### config.mk
export PLATFORM = sky130hd
export DESIGN_NAME = two_channel_pulse_sound_unit_top
export DESIGN_NICKNAME = d
export VERILOG_FILES = /design/src/hw/rtl/tcpsu_pkg.sv /design/src/hw/rtl/tcpsu_pulse_ch.sv /design/src/hw/rtl/two_channel_pulse_sound_unit_top.sv
export SDC_FILE = /design/constraint.sdc
export NUM_CORES = 1
export LEC_CHECK = 0
export BUFFER_PORTS_ARGS = -buffer_cell sky130_fd_sc_hd__buf_2
export CAP_MARGIN = 20
export CORE_MARGIN = 3
export CORE_UTILIZATION = 55
export CTS_CLUSTER_DIAMETER = 50
export DETAILED_ROUTE_END_ITERATION = 10
export GPL_ROUTABILITY_DRIVEN = 0
export PLACE_DENSITY_LB_ADDON = 0.25
export SLEW_MARGIN = 20
export SYNTH_ARGS = -nofsm -noshare
export SYNTH_HDL_FRONTEND = slang
export SYNTH_SLANG_ARGS = --single-unit
### constraint.sdc
create_clock -name clk -period 5.2 [get_ports clk]
set_input_delay 0.26 -clock clk [delete_from_list [all_inputs] [get_ports clk]]
set_output_delay 0.26 -clock clk [all_outputs]
set_load 0.03 [all_outputs]
### src/hw/rtl/tcpsu_pkg.sv
package tcpsu_pkg;

    // item actions
    localparam logic [1:0] ACT_WRITE = 2'd0;
    localparam logic [1:0] ACT_READ  = 2'd1;
    localparam logic [1:0] ACT_TICK  = 2'd2;

    // register offsets
    localparam logic [4:0] OFF_STATUS   = 5'd21;
    localparam int         NUM_CH_OFFS  = 8;

    // per-channel register slots (offset bits 1..0)
    localparam logic [1:0] SLOT_CTRL  = 2'd0;
    localparam logic [1:0] SLOT_SWEEP = 2'd1;
    localparam logic [1:0] SLOT_LO    = 2'd2;
    localparam logic [1:0] SLOT_HI    = 2'd3;

    // configuration register indexes
    localparam logic [1:0] CFG_MUTE_FIRST  = 2'd0;
    localparam logic [1:0] CFG_MUTE_SECOND = 2'd1;

    // frame sequencer
    localparam logic [15:0] QUARTER_FRAME_CYCLES = 16'd3729;

    // silent below this period
    localparam logic [10:0] MIN_PERIOD = 11'd8;

    // length counter load values
    localparam logic [7:0] LEN_TABLE [32] = '{
        8'd10,  8'd254, 8'd20, 8'd2,  8'd40, 8'd4,  8'd80, 8'd6,
        8'd160, 8'd8,   8'd60, 8'd10, 8'd14, 8'd12, 8'd26, 8'd14,
        8'd12,  8'd16,  8'd24, 8'd18, 8'd48, 8'd20, 8'd96, 8'd22,
        8'd192, 8'd24,  8'd72, 8'd26, 8'd16, 8'd28, 8'd32, 8'd30
    };

    // duty waveforms, bit i is sequencer step i
    localparam logic [7:0] DUTY_TABLE [4] = '{
        8'b0000_0010,
        8'b0000_0110,
        8'b0001_1110,
        8'b1111_1001
    };

    // controls from the top level to one channel
    typedef struct packed {
        logic       wr_ctrl;
        logic       wr_sweep;
        logic       wr_lo;
        logic       wr_hi;
        logic       clear_len;
        logic       tick;
        logic       quarter;
        logic       half;
        logic       en;
        logic       en_next;
        logic [7:0] data;
    } ch_ctl_t;

endpackage

### src/hw/rtl/tcpsu_pulse_ch.sv
module tcpsu_pulse_ch
    import tcpsu_pkg::*;
(
    input  logic       clk,
    input  logic       rst_n,
    input  ch_ctl_t    ctl,
    input  logic       ones_comp,
    output logic [3:0] level_next
);

    logic [7:0]  control_reg, control_next;
    logic [7:0]  sweep_reg, sweep_next;
    logic [10:0] period_reg, period_next;
    logic [11:0] pcount_reg, pcount_next;
    logic [2:0]  duty_pos_reg, duty_pos_next;
    logic [7:0]  length_reg, length_next;
    logic        env_start_reg, env_start_next;
    logic [3:0]  decay_reg, decay_next;
    logic [3:0]  env_div_reg, env_div_next;
    logic [2:0]  sweep_div_reg, sweep_div_next;
    logic        sweep_reload_reg, sweep_reload_next;
    logic        duty_out_reg, duty_out_next;

    logic        active;
    logic        active_next;
    logic [10:0] delta;
    logic [10:0] target;
    logic [3:0]  volume_next;

    assign active = ctl.en && (length_reg != 8'd0) && (period_reg >= MIN_PERIOD);

    // sweep target from the live period
    assign delta  = period_reg >> sweep_reg[2:0];
    assign target = sweep_reg[3] ? (period_reg - delta - {10'd0, ones_comp})
                                 : (period_reg + delta);

    // next channel state for this item
    always_comb
    begin
        control_next      = control_reg;
        sweep_next        = sweep_reg;
        period_next       = period_reg;
        pcount_next       = pcount_reg;
        duty_pos_next     = duty_pos_reg;
        length_next       = length_reg;
        env_start_next    = env_start_reg;
        decay_next        = decay_reg;
        env_div_next      = env_div_reg;
        sweep_div_next    = sweep_div_reg;
        sweep_reload_next = sweep_reload_reg;
        duty_out_next     = duty_out_reg;

        // register writes
        if (ctl.wr_ctrl)
        begin
            control_next = ctl.data;
        end
        if (ctl.wr_sweep)
        begin
            sweep_next        = ctl.data;
            sweep_reload_next = 1'b1;
        end
        if (ctl.wr_lo)
        begin
            period_next = {period_reg[10:8], ctl.data};
            pcount_next = {1'b0, period_reg[10:8], ctl.data};
        end
        if (ctl.wr_hi)
        begin
            period_next    = {ctl.data[2:0], period_reg[7:0]};
            pcount_next    = {1'b0, ctl.data[2:0], period_reg[7:0]};
            duty_pos_next  = 3'd0;
            env_start_next = 1'b1;
            if (ctl.en)
            begin
                length_next = LEN_TABLE[ctl.data[7:3]];
            end
        end
        if (ctl.clear_len)
        begin
            length_next = 8'd0;
        end

        // timer and duty sequencer
        if (ctl.tick && active)
        begin
            if (pcount_reg == 12'd0)
            begin
                pcount_next   = {1'b0, period_reg} + 12'd1;
                duty_pos_next = duty_pos_reg + 3'd1;
                duty_out_next = DUTY_TABLE[control_reg[7:6]][duty_pos_next];
            end
            else
            begin
                pcount_next = pcount_reg - 12'd1;
            end
        end

        // envelope on every quarter frame
        if (ctl.quarter)
        begin
            if (env_start_reg)
            begin
                env_start_next = 1'b0;
                decay_next     = 4'd15;
                env_div_next   = control_reg[3:0];
            end
            else if (env_div_reg == 4'd0)
            begin
                env_div_next = control_reg[3:0];
                if (decay_reg != 4'd0)
                begin
                    decay_next = decay_reg - 4'd1;
                end
                else if (control_reg[5])
                begin
                    decay_next = 4'd15;
                end
            end
            else
            begin
                env_div_next = env_div_reg - 4'd1;
            end
        end

        // length counter and sweep on half frames
        if (ctl.half)
        begin
            if (!control_reg[5] && (length_reg != 8'd0))
            begin
                length_next = length_reg - 8'd1;
            end
            if ((sweep_div_reg == 3'd0) && sweep_reg[7] && (sweep_reg[2:0] != 3'd0))
            begin
                period_next = target;
            end
            if ((sweep_div_reg == 3'd0) || sweep_reload_reg)
            begin
                sweep_div_next    = sweep_reg[6:4];
                sweep_reload_next = 1'b0;
            end
            else
            begin
                sweep_div_next = sweep_div_reg - 3'd1;
            end
        end
    end

    // level after this item
    assign active_next = ctl.en_next && (length_next != 8'd0) && (period_next >= MIN_PERIOD);
    assign volume_next = control_next[4] ? control_next[3:0] : decay_next;
    assign level_next  = (active_next && duty_out_next) ? volume_next : 4'd0;

    // channel state
    always_ff @(posedge clk or negedge rst_n)
    begin
        if (!rst_n)
        begin
            control_reg      <= '0;
            sweep_reg        <= '0;
            period_reg       <= '0;
            pcount_reg       <= '0;
            duty_pos_reg     <= '0;
            length_reg       <= '0;
            env_start_reg    <= 1'b0;
            decay_reg        <= '0;
            env_div_reg      <= '0;
            sweep_div_reg    <= '0;
            sweep_reload_reg <= 1'b0;
            duty_out_reg     <= 1'b0;
        end
        else
        begin
            control_reg      <= control_next;
            sweep_reg        <= sweep_next;
            period_reg       <= period_next;
            pcount_reg       <= pcount_next;
            duty_pos_reg     <= duty_pos_next;
            length_reg       <= length_next;
            env_start_reg    <= env_start_next;
            decay_reg        <= decay_next;
            env_div_reg      <= env_div_next;
            sweep_div_reg    <= sweep_div_next;
            sweep_reload_reg <= sweep_reload_next;
            duty_out_reg     <= duty_out_next;
        end
    end

endmodule

### src/hw/rtl/two_channel_pulse_sound_unit_top.sv
// channel   direction  handshake                  payload
// item      into       item_valid / item_ready    action, reg_offset, write_data
// result    out of     result_valid / result_ready read_data, first_level,
//                                                 second_level, mixed_level
// cfg       into       cfg_valid / cfg_ready      cfg_index, cfg_data
//
// One item per cycle while item_ready is high; each item's result is registered.
// Each transferred item updates the channel state in that same cycle.
// A two-deep output stage (result register plus skid register) takes one more item
// while the result side stalls; item_ready is low while the skid register is full,
// which includes the cycle in which it drains into the result register.
// Reset puts both channels silent and the frame countdown at a full quarter frame.
module two_channel_pulse_sound_unit_top
    import tcpsu_pkg::*;
(
    input  logic       clk,
    input  logic       rst_n,
    input  logic       item_valid,
    output logic       item_ready,
    input  logic [1:0] action,
    input  logic [4:0] reg_offset,
    input  logic [7:0] write_data,
    output logic       result_valid,
    input  logic       result_ready,
    output logic [7:0] read_data,
    output logic [3:0] first_level,
    output logic [3:0] second_level,
    output logic [4:0] mixed_level,
    input  logic       cfg_valid,
    output logic       cfg_ready,
    input  logic [1:0] cfg_index,
    input  logic [7:0] cfg_data
);

    logic        accept;
    logic        is_write;
    logic        is_tick;
    logic        status_write;
    logic [4:0]  status_reg, status_next;
    logic [15:0] quarter_cnt_reg, quarter_cnt_next;
    logic [1:0]  frame_step_reg, frame_step_next;
    logic        quarter;
    logic        half;
    logic        mute_first_reg;
    logic        mute_second_reg;
    ch_ctl_t     ctl_a;
    ch_ctl_t     ctl_b;
    logic [3:0]  lvl_a;
    logic [3:0]  lvl_b;
    logic [7:0]  rd_value;
    logic [4:0]  mix_value;

    logic        result_valid_reg;
    logic [7:0]  read_data_reg;
    logic [3:0]  first_level_reg;
    logic [3:0]  second_level_reg;
    logic [4:0]  mixed_level_reg;
    logic        skid_valid_reg;
    logic [7:0]  skid_read_reg;
    logic [3:0]  skid_first_reg;
    logic [3:0]  skid_second_reg;
    logic [4:0]  skid_mixed_reg;

    assign item_ready = !skid_valid_reg;
    assign accept     = item_valid && item_ready;
    assign is_write   = accept && (action == ACT_WRITE);
    assign is_tick    = accept && (action == ACT_TICK);
    assign status_write = is_write && (reg_offset == OFF_STATUS);

    // status bits
    assign status_next = status_write ? write_data[4:0] : status_reg;

    // frame sequencer
    always_comb
    begin
        quarter_cnt_next = quarter_cnt_reg;
        frame_step_next  = frame_step_reg;
        quarter          = 1'b0;
        if (is_tick)
        begin
            if (quarter_cnt_reg == 16'd1)
            begin
                quarter          = 1'b1;
                quarter_cnt_next = QUARTER_FRAME_CYCLES;
                frame_step_next  = frame_step_reg + 2'd1;
            end
            else
            begin
                quarter_cnt_next = quarter_cnt_reg - 16'd1;
            end
        end
    end
    assign half = quarter && frame_step_reg[0];

    // per-channel controls
    always_comb
    begin
        ctl_a           = '0;
        ctl_a.data      = write_data;
        ctl_a.tick      = is_tick;
        ctl_a.quarter   = quarter;
        ctl_a.half      = half;
        ctl_a.en        = status_reg[0];
        ctl_a.en_next   = status_next[0];
        ctl_a.clear_len = status_write && !status_next[0];
        ctl_b           = ctl_a;
        ctl_b.en        = status_reg[1];
        ctl_b.en_next   = status_next[1];
        ctl_b.clear_len = status_write && !status_next[1];
        if (is_write && ({27'd0, reg_offset} < NUM_CH_OFFS))
        begin
            if (!reg_offset[2])
            begin
                ctl_a.wr_ctrl  = (reg_offset[1:0] == SLOT_CTRL);
                ctl_a.wr_sweep = (reg_offset[1:0] == SLOT_SWEEP);
                ctl_a.wr_lo    = (reg_offset[1:0] == SLOT_LO);
                ctl_a.wr_hi    = (reg_offset[1:0] == SLOT_HI);
            end
            else
            begin
                ctl_b.wr_ctrl  = (reg_offset[1:0] == SLOT_CTRL);
                ctl_b.wr_sweep = (reg_offset[1:0] == SLOT_SWEEP);
                ctl_b.wr_lo    = (reg_offset[1:0] == SLOT_LO);
                ctl_b.wr_hi    = (reg_offset[1:0] == SLOT_HI);
            end
        end
    end

    tcpsu_pulse_ch u_pulse_a (
        .clk        (clk),
        .rst_n      (rst_n),
        .ctl        (ctl_a),
        .ones_comp  (1'b1),
        .level_next (lvl_a)
    );

    tcpsu_pulse_ch u_pulse_b (
        .clk        (clk),
        .rst_n      (rst_n),
        .ctl        (ctl_b),
        .ones_comp  (1'b0),
        .level_next (lvl_b)
    );

    // result values
    assign rd_value  = ((action == ACT_READ) && (reg_offset == OFF_STATUS))
                       ? {3'd0, status_reg} : 8'd0;
    assign mix_value = (mute_first_reg ? 5'd0 : {1'b0, lvl_a})
                     + (mute_second_reg ? 5'd0 : {1'b0, lvl_b});

    // unit state and configuration
    assign cfg_ready = 1'b1;
    always_ff @(posedge clk or negedge rst_n)
    begin
        if (!rst_n)
        begin
            status_reg      <= '0;
            quarter_cnt_reg <= QUARTER_FRAME_CYCLES;
            frame_step_reg  <= '0;
            mute_first_reg  <= 1'b0;
            mute_second_reg <= 1'b0;
        end
        else
        begin
            status_reg      <= status_next;
            quarter_cnt_reg <= quarter_cnt_next;
            frame_step_reg  <= frame_step_next;
            if (cfg_valid && (cfg_index == CFG_MUTE_FIRST))
            begin
                mute_first_reg <= cfg_data[0];
            end
            if (cfg_valid && (cfg_index == CFG_MUTE_SECOND))
            begin
                mute_second_reg <= cfg_data[0];
            end
        end
    end

    // output stage control
    always_ff @(posedge clk or negedge rst_n)
    begin
        if (!rst_n)
        begin
            result_valid_reg <= 1'b0;
            skid_valid_reg   <= 1'b0;
        end
        else if (result_valid_reg && !result_ready)
        begin
            if (accept)
            begin
                skid_valid_reg <= 1'b1;
            end
        end
        else if (skid_valid_reg)
        begin
            result_valid_reg <= 1'b1;
            skid_valid_reg   <= 1'b0;
        end
        else
        begin
            result_valid_reg <= accept;
        end
    end

    // output stage payload
    always_ff @(posedge clk)
    begin
        if (result_valid_reg && !result_ready)
        begin
            if (accept)
            begin
                skid_read_reg   <= rd_value;
                skid_first_reg  <= lvl_a;
                skid_second_reg <= lvl_b;
                skid_mixed_reg  <= mix_value;
            end
        end
        else if (skid_valid_reg)
        begin
            read_data_reg    <= skid_read_reg;
            first_level_reg  <= skid_first_reg;
            second_level_reg <= skid_second_reg;
            mixed_level_reg  <= skid_mixed_reg;
        end
        else if (accept)
        begin
            read_data_reg    <= rd_value;
            first_level_reg  <= lvl_a;
            second_level_reg <= lvl_b;
            mixed_level_reg  <= mix_value;
        end
    end

    assign result_valid = result_valid_reg;
    assign read_data    = read_data_reg;
    assign first_level  = first_level_reg;
    assign second_level = second_level_reg;
    assign mixed_level  = mixed_level_reg;

    // checks
    a_skid_needs_result: assert property (@(posedge clk) disable iff (!rst_n)
        skid_valid_reg |-> result_valid_reg)
        else $error("skid holds a result while result register is empty");

    a_countdown_nonzero: assert property (@(posedge clk) disable iff (!rst_n)
        quarter_cnt_reg != 16'd0)
        else $error("quarter frame countdown reached zero");

    a_status_upper_zero: assert property (@(posedge clk) disable iff (!rst_n)
        result_valid_reg |-> (read_data_reg[7:5] == 3'd0))
        else $error("status read carries bits above the five status flags");

    a_stall_fills_skid: assert property (@(posedge clk) disable iff (!rst_n)
        (result_valid_reg && !result_ready && accept) |=> skid_valid_reg)
        else $error("item taken during a stall was not held in the skid register");

endmodule

==> out/qor.csv, run 1 <==
stage,metric,value,unit
yosys,Post-synth EDFFs,36,
finish,Layout Cells excl Fill,1960,
timing,max-slew violations,0,
detailed_routing,ANT nets after route,0,
finish,fin nets,1728,
power_and_ir_drop,combinational group share of total power,37.7,%
cts,clk_lat worst skew,450,ps
floorplanning,Cell Rows,56,
timing,Worst-Margin Slew,962,ps
global_routing,gr usage total,27.3,%
finish,Layout area overhead,16.0,%
yosys,Yosys reg bits,190,
cts,CTS H-tree depth,4,
timing,Clock Skew,14.6,ps
worst_setup_path,CP Cell Sequence,"buf_4, mux2i_1, buf_4, mux4_2, buf_4, nor4bb_4, nor2_1, xor2_1, ha_1, o21a_1, o31a_1, o31ai_4, xor2_1, and3_1, and3_4, o21ai_2, o21ai_4, buf_6, nor3_4, ha_1, nor2b_1, o21ai_1, nand2b_1, mux2_2",
power_and_ir_drop,Clk network pwr share,26.8,%
timing,RSZ-0062 raised after global routing,true,
detailed_routing,drt drc,0,
power_and_ir_drop,Worst VDD drop,0.227,mV
worst_setup_path,Worst setup SP type,flop,
global_routing,total gr overflow,0,
finish,max reg flops,16,
global_routing,initial antenna violation count,1,
finish,final instance area,15500,sq um
worst_setup_path,Crit path arrival time,5390,ps
global_routing,vias in the first global route,11400,
floorplanning,Die X,162,um
finish,"commonest non-fill, non-tap cell in the layout",nand2_1,
status,outcome,completed,
finish,Fillers,1986,
global_routing,global-route wire length before repair,57.8,mm
power_and_ir_drop,Sw Pwr,0.00201,W
detailed_routing,Pre-Repair DR Iteration Count,5,
yosys,Yosys cell types,78,
placement,Placement Cell Area,14500,sq um
finish,"commonest non-fill, non-tap cells in the layout","nand2_1, dfrtp_1, nor2_1",
power_and_ir_drop,leak pwr,6.89,nW
yosys,Post-synth ARST share,81.1,%
worst_setup_path,Worst Setup End Kind,flop,
placement,dpl hpwl,25.7,mm
detailed_routing,Starting DRT DRC Count,995,
cts,Inserted Clock Buffers,17,
global_routing,largest net degree at the start of global routing,101,
placement,Port-buffer cells,42,
cts,CTS Sinks,190,
floorplanning,Initial Utilization,56.3,%
worst_setup_path,"slowest stage delay, CP",490,ps
yosys,Synth Warn #,0,
cts,Clock Tree Root,clkbuf_16,
worst_setup_path,Crit Path Category,reg -> reg,
floorplanning,die area,26200,sq um
yosys,Post-Syn Area,13300,sq um
timing,fin crit period,5180,ps
floorplanning,top-level I/O count,54,
yosys,sequential-to-total area share from yosys stat,37.0,%
power_and_ir_drop,PD cells,344,nW/um^2
yosys,Post-Synthesis Mean Instance Area,8.74,sq um
cts,Max Root-Sink Buffers,2,
placement,Post-Place Cells,1917,
power_and_ir_drop,net switching fraction of the power,37.7,%
power_and_ir_drop,P_int,0.00332,W
finish,share of post-route cells with drive strength above 1,19.0,%
worst_setup_path,CP most frequent cell,buf_4,
min_path,min-delay worst type,in -> reg,
timing,Setup Viol. Count Final,0,
floorplanning,Die Y,162,um
timing,worst rel slew slack,35.8,%
detailed_routing,drt total wl,36.0,mm
detailed_routing,Vias/cell,6.08,
detailed_routing,via count,11900,
worst_setup_path,Critical Path Fanout Max,5,
timing,Peak Freq,193,MHz
timing,final hold viol count,0,
yosys,Mapped Cells,1527,
power_and_ir_drop,Seq pwr share,35.5,%
yosys,Main synth FF type,dfrtp_1,
cts,CTS tree,built,
worst_setup_path,Worst path slowest cell,mux4_2,
floorplanning,total core area,23700,sq um
flow_run,Max Cap Viol,0,
finish,diode count,0,
worst_setup_path,WP data required,5410,ps
cts,clock transition at the registers of the reported paths,90,ps
timing,final period utilization,99.7,%
detailed_routing,post-DR wirelength/cell,18.4,um
[layer usage]
metal	GRT usage (%)	vias to the layer above	share of wire, %
li1	-	5699	-
met5	0	-	0.039
met3	5.56	102	6.1
met2	44.5	410	47
met4	10.1	2	3.4
met1	36.2	5706	43
[cells by family after synthesis]
kind of cell / count (synthesis) / synth area share (%)
xor+xnor: 71 / 4.66
simple gates: 579 / 21.5
flops: 190 / 37.0
mux: 107 / 8.79
fa+ha+maj: 70 / 6.79
other cells: 2 / 0.0563
compound gates: 351 / 16.5
buf+inv: 157 / 4.67
[layout make-up]
cell class	instances	area (sq um)	share of cell area, %
timing repair buffer	165	1180	7.64
clock buffer	17	425	2.75
clock inverter	15	213	1.37
multi-input combinational	1182	8050	52.0
inverter	72	270	1.75
sequential	190	4940	31.9
tap	319	399	2.58
[synth_stat cells (all sizes together) (15+ instances only)]
cell type	instances	area [sq um]
dfrtp	148	3700
and2	18	113
xor2	32	280
and3	20	125
o21ai	100	500
buf	15	90.1
nor2	143	537
inv	70	263
o31ai	18	135
mux2	51	574
or3	17	106
nor2b	18	113
nand2b	30	188
mux2i	53	531
o211ai	32	240
clkbuf	70	263
nor4	26	163
xnor2	39	342
ha	66	826
nand2	151	567
nor3	49	245
or4	16	124
nand3	40	200
nor3b	18	135
edfxtp	36	1080
a21oi	95	475
[final timing paths]
| check | start | endpoint | slack, ps | cells past startpoint |
|---|---|---|---|---|
| max in group asynchronous | rst_n | u_pulse_a.sweep_reg[0]$_DFFE_PN0P_ | 3420 | 3 |
| min in group asynchronous | rst_n | u_pulse_b.sweep_reg[2]$_DFFE_PN0P_ | 460 | 2 |
| min | cfg_data[0] | mute_second_reg$_DFFE_PN0P_ | 60 | 2 |
| max reg2reg | u_pulse_b.sweep_reg[1]$_DFFE_PN0P_ | mixed_level[4]$_DFFE_PP_ | 20 | 24 |
| min reg2reg | u_pulse_b.sweep_div_reg[0]$_DFFE_PN0P_ | u_pulse_b.sweep_div_reg[0]$_DFFE_PN0P_ | 480 | 1 |
| max | u_pulse_b.sweep_reg[1]$_DFFE_PN0P_ | mixed_level[4]$_DFFE_PP_ | 20 | 24 |
[what timing repair did]
item | 4_1_cts | 5_1_grt
buffers inserted | 0 | 10
pin swaps | 0 | 27
hold buffers | 1 | 0
setup endpoints to repair | 8 | 8
hold endpoints to repair | 79 | 0
gates cloned | 0 | 0
resized for setup | 9 | 56
[metrics by stage]
step / total power, W / hold slack, ps / worst slack [ps] / util, % / setup TNS (ps)
2_1_floorplan: 0.00313 / -35.6 / 13.1 / - / 0
3_3_place_gp: 0.00367 / 430 / -142 / 61.1 / -211
3_5_place_dp: 0.00372 / 436 / -290 / 61.1 / -1060
4_1_cts: 0.00518 / 49.5 / 11.6 / 64.0 / 0
5_1_grt: 0.00564 / 63.3 / -175 / 65.4 / -278
6_report: 0.00533 / 56.2 / 18.0 / 65.4 / 0
[worst max-delay path, delay by kind of cell (launching register included)]
kind            cells  cell delay, ps
xor+xnor            2             430
mux                 3             890
flops               1             440
fa+ha+maj           2             590
compound gates      6            1020
simple gates        7             970
buf+inv             4             610
[power groups by stage]
stage	registers [W]	clock network (W)	logic, W
2_1_floorplan	0.00190	0	0.00124
3_3_place_gp	0.00191	0	0.00176
3_5_place_dp	0.00192	0	0.00181
4_1_cts	0.00189	0.00145	0.00184
5_1_grt	0.00192	0.00150	0.00222
6_report	0.00189	0.00143	0.00201
No activity file was read; power rests on OpenSTA's default activity.
==> run 2, diff against run 1 <==
--- a/config.mk
+++ b/config.mk
@@ -8,7 +8,7 @@
 export BUFFER_PORTS_ARGS = -buffer_cell sky130_fd_sc_hd__buf_2
 export CAP_MARGIN = 20
 export CORE_MARGIN = 3
-export CORE_UTILIZATION = 55
+export CORE_UTILIZATION = 45
 export CTS_CLUSTER_DIAMETER = 50
 export DETAILED_ROUTE_END_ITERATION = 10
 export GPL_ROUTABILITY_DRIVEN = 0
==> run 2 against run 1 <==
  * Critical path depth decreased by 5
  * First-iteration DRC count decreased by 10%
  * Clock power about the same
  * Highest routed layer is now met4
  * Register-to-register slack improved by 120 ps
  * Wire length increased by 0.65%
  * Worst setup slack improved by 120 ps
==> out/qor.csv, run 2 (synthesized netlist as in run 1, its figures left out) <==
stage,metric,value,unit
status,outcome,completed,
detailed_routing,drt drc,0,
cts,clock transition at the registers of the reported paths,90,ps
placement,Port-buffer cells,42,
detailed_routing,DR WL met3,1.59,mm
timing,fin crit period,5060,ps
floorplanning,die area,31700,sq um
power_and_ir_drop,Worst VDD drop,0.246,mV
timing,Worst-Margin Slew,882,ps
finish,max reg flops,16,
detailed_routing,ANT nets after route,0,
detailed_routing,drt total wl,36.2,mm
floorplanning,Cell Rows,62,
cts,Clock Tree Root,clkbuf_16,
cts,Inserted Clock Buffers,17,
global_routing,total gr overflow,0,
flow_run,Max Cap Viol,0,
worst_setup_path,Worst setup SP type,flop,
detailed_routing,Max Used Layer,met4,
detailed_routing,Vias/cell,5.76,
finish,diode count,0,
finish,fin nets,1741,
detailed_routing,wl on met1,16.7,mm
cts,CTS H-tree depth,4,
detailed_routing,DR WL met2,17.1,mm
finish,Layout area overhead,16.8,%
timing,max-slew violations,0,
cts,CTS Sinks,190,
finish,"commonest non-fill, non-tap cells in the layout","nand2_1, dfrtp_1, nor2_1",
power_and_ir_drop,PD cells,338,nW/um^2
global_routing,largest net degree at the start of global routing,107,
timing,RSZ-0062 raised after global routing,true,
finish,"commonest non-fill, non-tap cell in the layout",nand2_1,
worst_setup_path,Worst Setup End Kind,flop,
floorplanning,Die X,178,um
timing,final hold viol count,0,
timing,Setup Viol. Count Final,0,
cts,Max Root-Sink Buffers,2,
worst_setup_path,Critical Path Fanout Max,5,
global_routing,vias in the first global route,11000,
placement,dpl hpwl,26.2,mm
worst_setup_path,Crit path arrival time,5270,ps
power_and_ir_drop,leak pwr,6.93,nW
detailed_routing,post-DR wirelength/cell,17.8,um
finish,Fillers,2587,
timing,hold_ws,55.8,ps
floorplanning,top-level I/O count,54,
cts,CTS tree,built,
global_routing,initial antenna violation count,0,
min_path,min-delay worst type,in -> reg,
global_routing,gr usage total,22.8,%
global_routing,global-route wire length before repair,58.0,mm
cts,clk_lat worst skew,450,ps
worst_setup_path,Crit Path Category,reg -> reg,
timing,worst rel slew slack,41.2,%
timing,Peak Freq,198,MHz
detailed_routing,via count,11700,
detailed_routing,Pre-Repair DR Iteration Count,5,
worst_setup_path,WP data required,5410,ps
timing,Final Worst Setup Slack,141,ps
timing,final period utilization,97.3,%
floorplanning,Initial Utilization,46.1,%
finish,share of post-route cells with drive strength above 1,18.9,%
timing,Clock Skew,15.6,ps
placement,Place WS,-274,ps
floorplanning,Die Y,178,um
floorplanning,total core area,28900,sq um
power_and_ir_drop,Power Total,0.00527,W
detailed_routing,Starting DRT DRC Count,893,
## run 2: cell count changes in the layout (fill, tap and decap cells not counted), sizes merged
cell    before  now
buf        164  176
bufinv       1    0
clkinv       5    4
inv         81   83
clkbuf      17   18
## run 2: final cells by class
cell class	instances	area [sq um]	area share, %
timing repair buffer	178	1260	8.11
inverter	72	270	1.73
sequential	190	4940	31.7
clock buffer	17	425	2.73
tap	384	480	3.08
clock inverter	15	208	1.33
multi-input combinational	1182	8000	51.3
## run 2: path summary, 6_finish.rpt
kind / startpoint / end / slack, ps / cells past startpoint
setup / recovery: quarter_cnt_reg[0]$_DFFE_PN1P_ / mixed_level[4]$_DFFE_PP_ / 140 / 19
hold / removal: cfg_data[0] / mute_second_reg$_DFFE_PN0P_ / 60 / 2
hold reg to reg: u_pulse_b.sweep_div_reg[0]$_DFFE_PN0P_ / u_pulse_b.sweep_div_reg[0]$_DFFE_PN0P_ / 480 / 1
setup reg to reg: quarter_cnt_reg[0]$_DFFE_PN1P_ / mixed_level[4]$_DFFE_PP_ / 140 / 19
max in group asynchronous: rst_n / u_pulse_b.env_start_reg$_DFF_PN0_ / 3540 / 4
min in group asynchronous: rst_n / u_pulse_b.period_reg[9]$_DFF_PN0_ / 250 / 2
## run 2: report_power, final
group | switching, W | leakage [nW] | internal [W]
registers | 0.000177 | 2.36 | 0.00171
logic | 0.00109 | 4.26 | 0.000875
clock network | 0.000734 | 0.309 | 0.000682
total | 0.00200 | 6.93 | 0.00327
## run 2: per-layer routing
layer | vias up | track usage (%)
met4 | 0 | 7.24
met2 | 306 | 37.0
li1 | 5707 | -
met1 | 5662 | 31.9
met5 | - | 0
met3 | 62 | 2.66
## run 2: critical path: stages, from the launching register on
cell and delay [ps]:
dfstp_2 550, ha_1 150, or4b_4 470, buf_4 160, or4_4 420, o211a_1 250, or2_0 230, a21o_1 190
or4_1 510, or4_4 510, o41ai_2 70, buf_4 230, nor3_1 80, ha_2 210, inv_1 70, fa_2 200
nor2b_1 40, o21ai_0 130, nand2b_1 90, mux2_2 270
## run 2: metrics by stage
stage / setup TNS (ps) / cell area [sq um] / utilization, % / instances
after global routing: -259 / 15600 / 53.9 / 2038
final: 0 / 15600 / 53.9 / 2038
after floorplan: 0 / 13400 / - / 1529
after detailed placement: -692 / 14700 / 50.7 / 1997
after CTS: 0 / 15300 / 53.0 / 2030
after global placement: -281 / 14700 / 50.7 / 1997
## run 2: repair_timing
action,4_1_cts,5_1_grt
gates resized for setup,4,47
endpoints found under the hold margin,4,0
gates cloned,0,0
endpoints found under the setup margin,6,8
buffers inserted,0,7
pin swaps,0,9
hold buffers,1,0
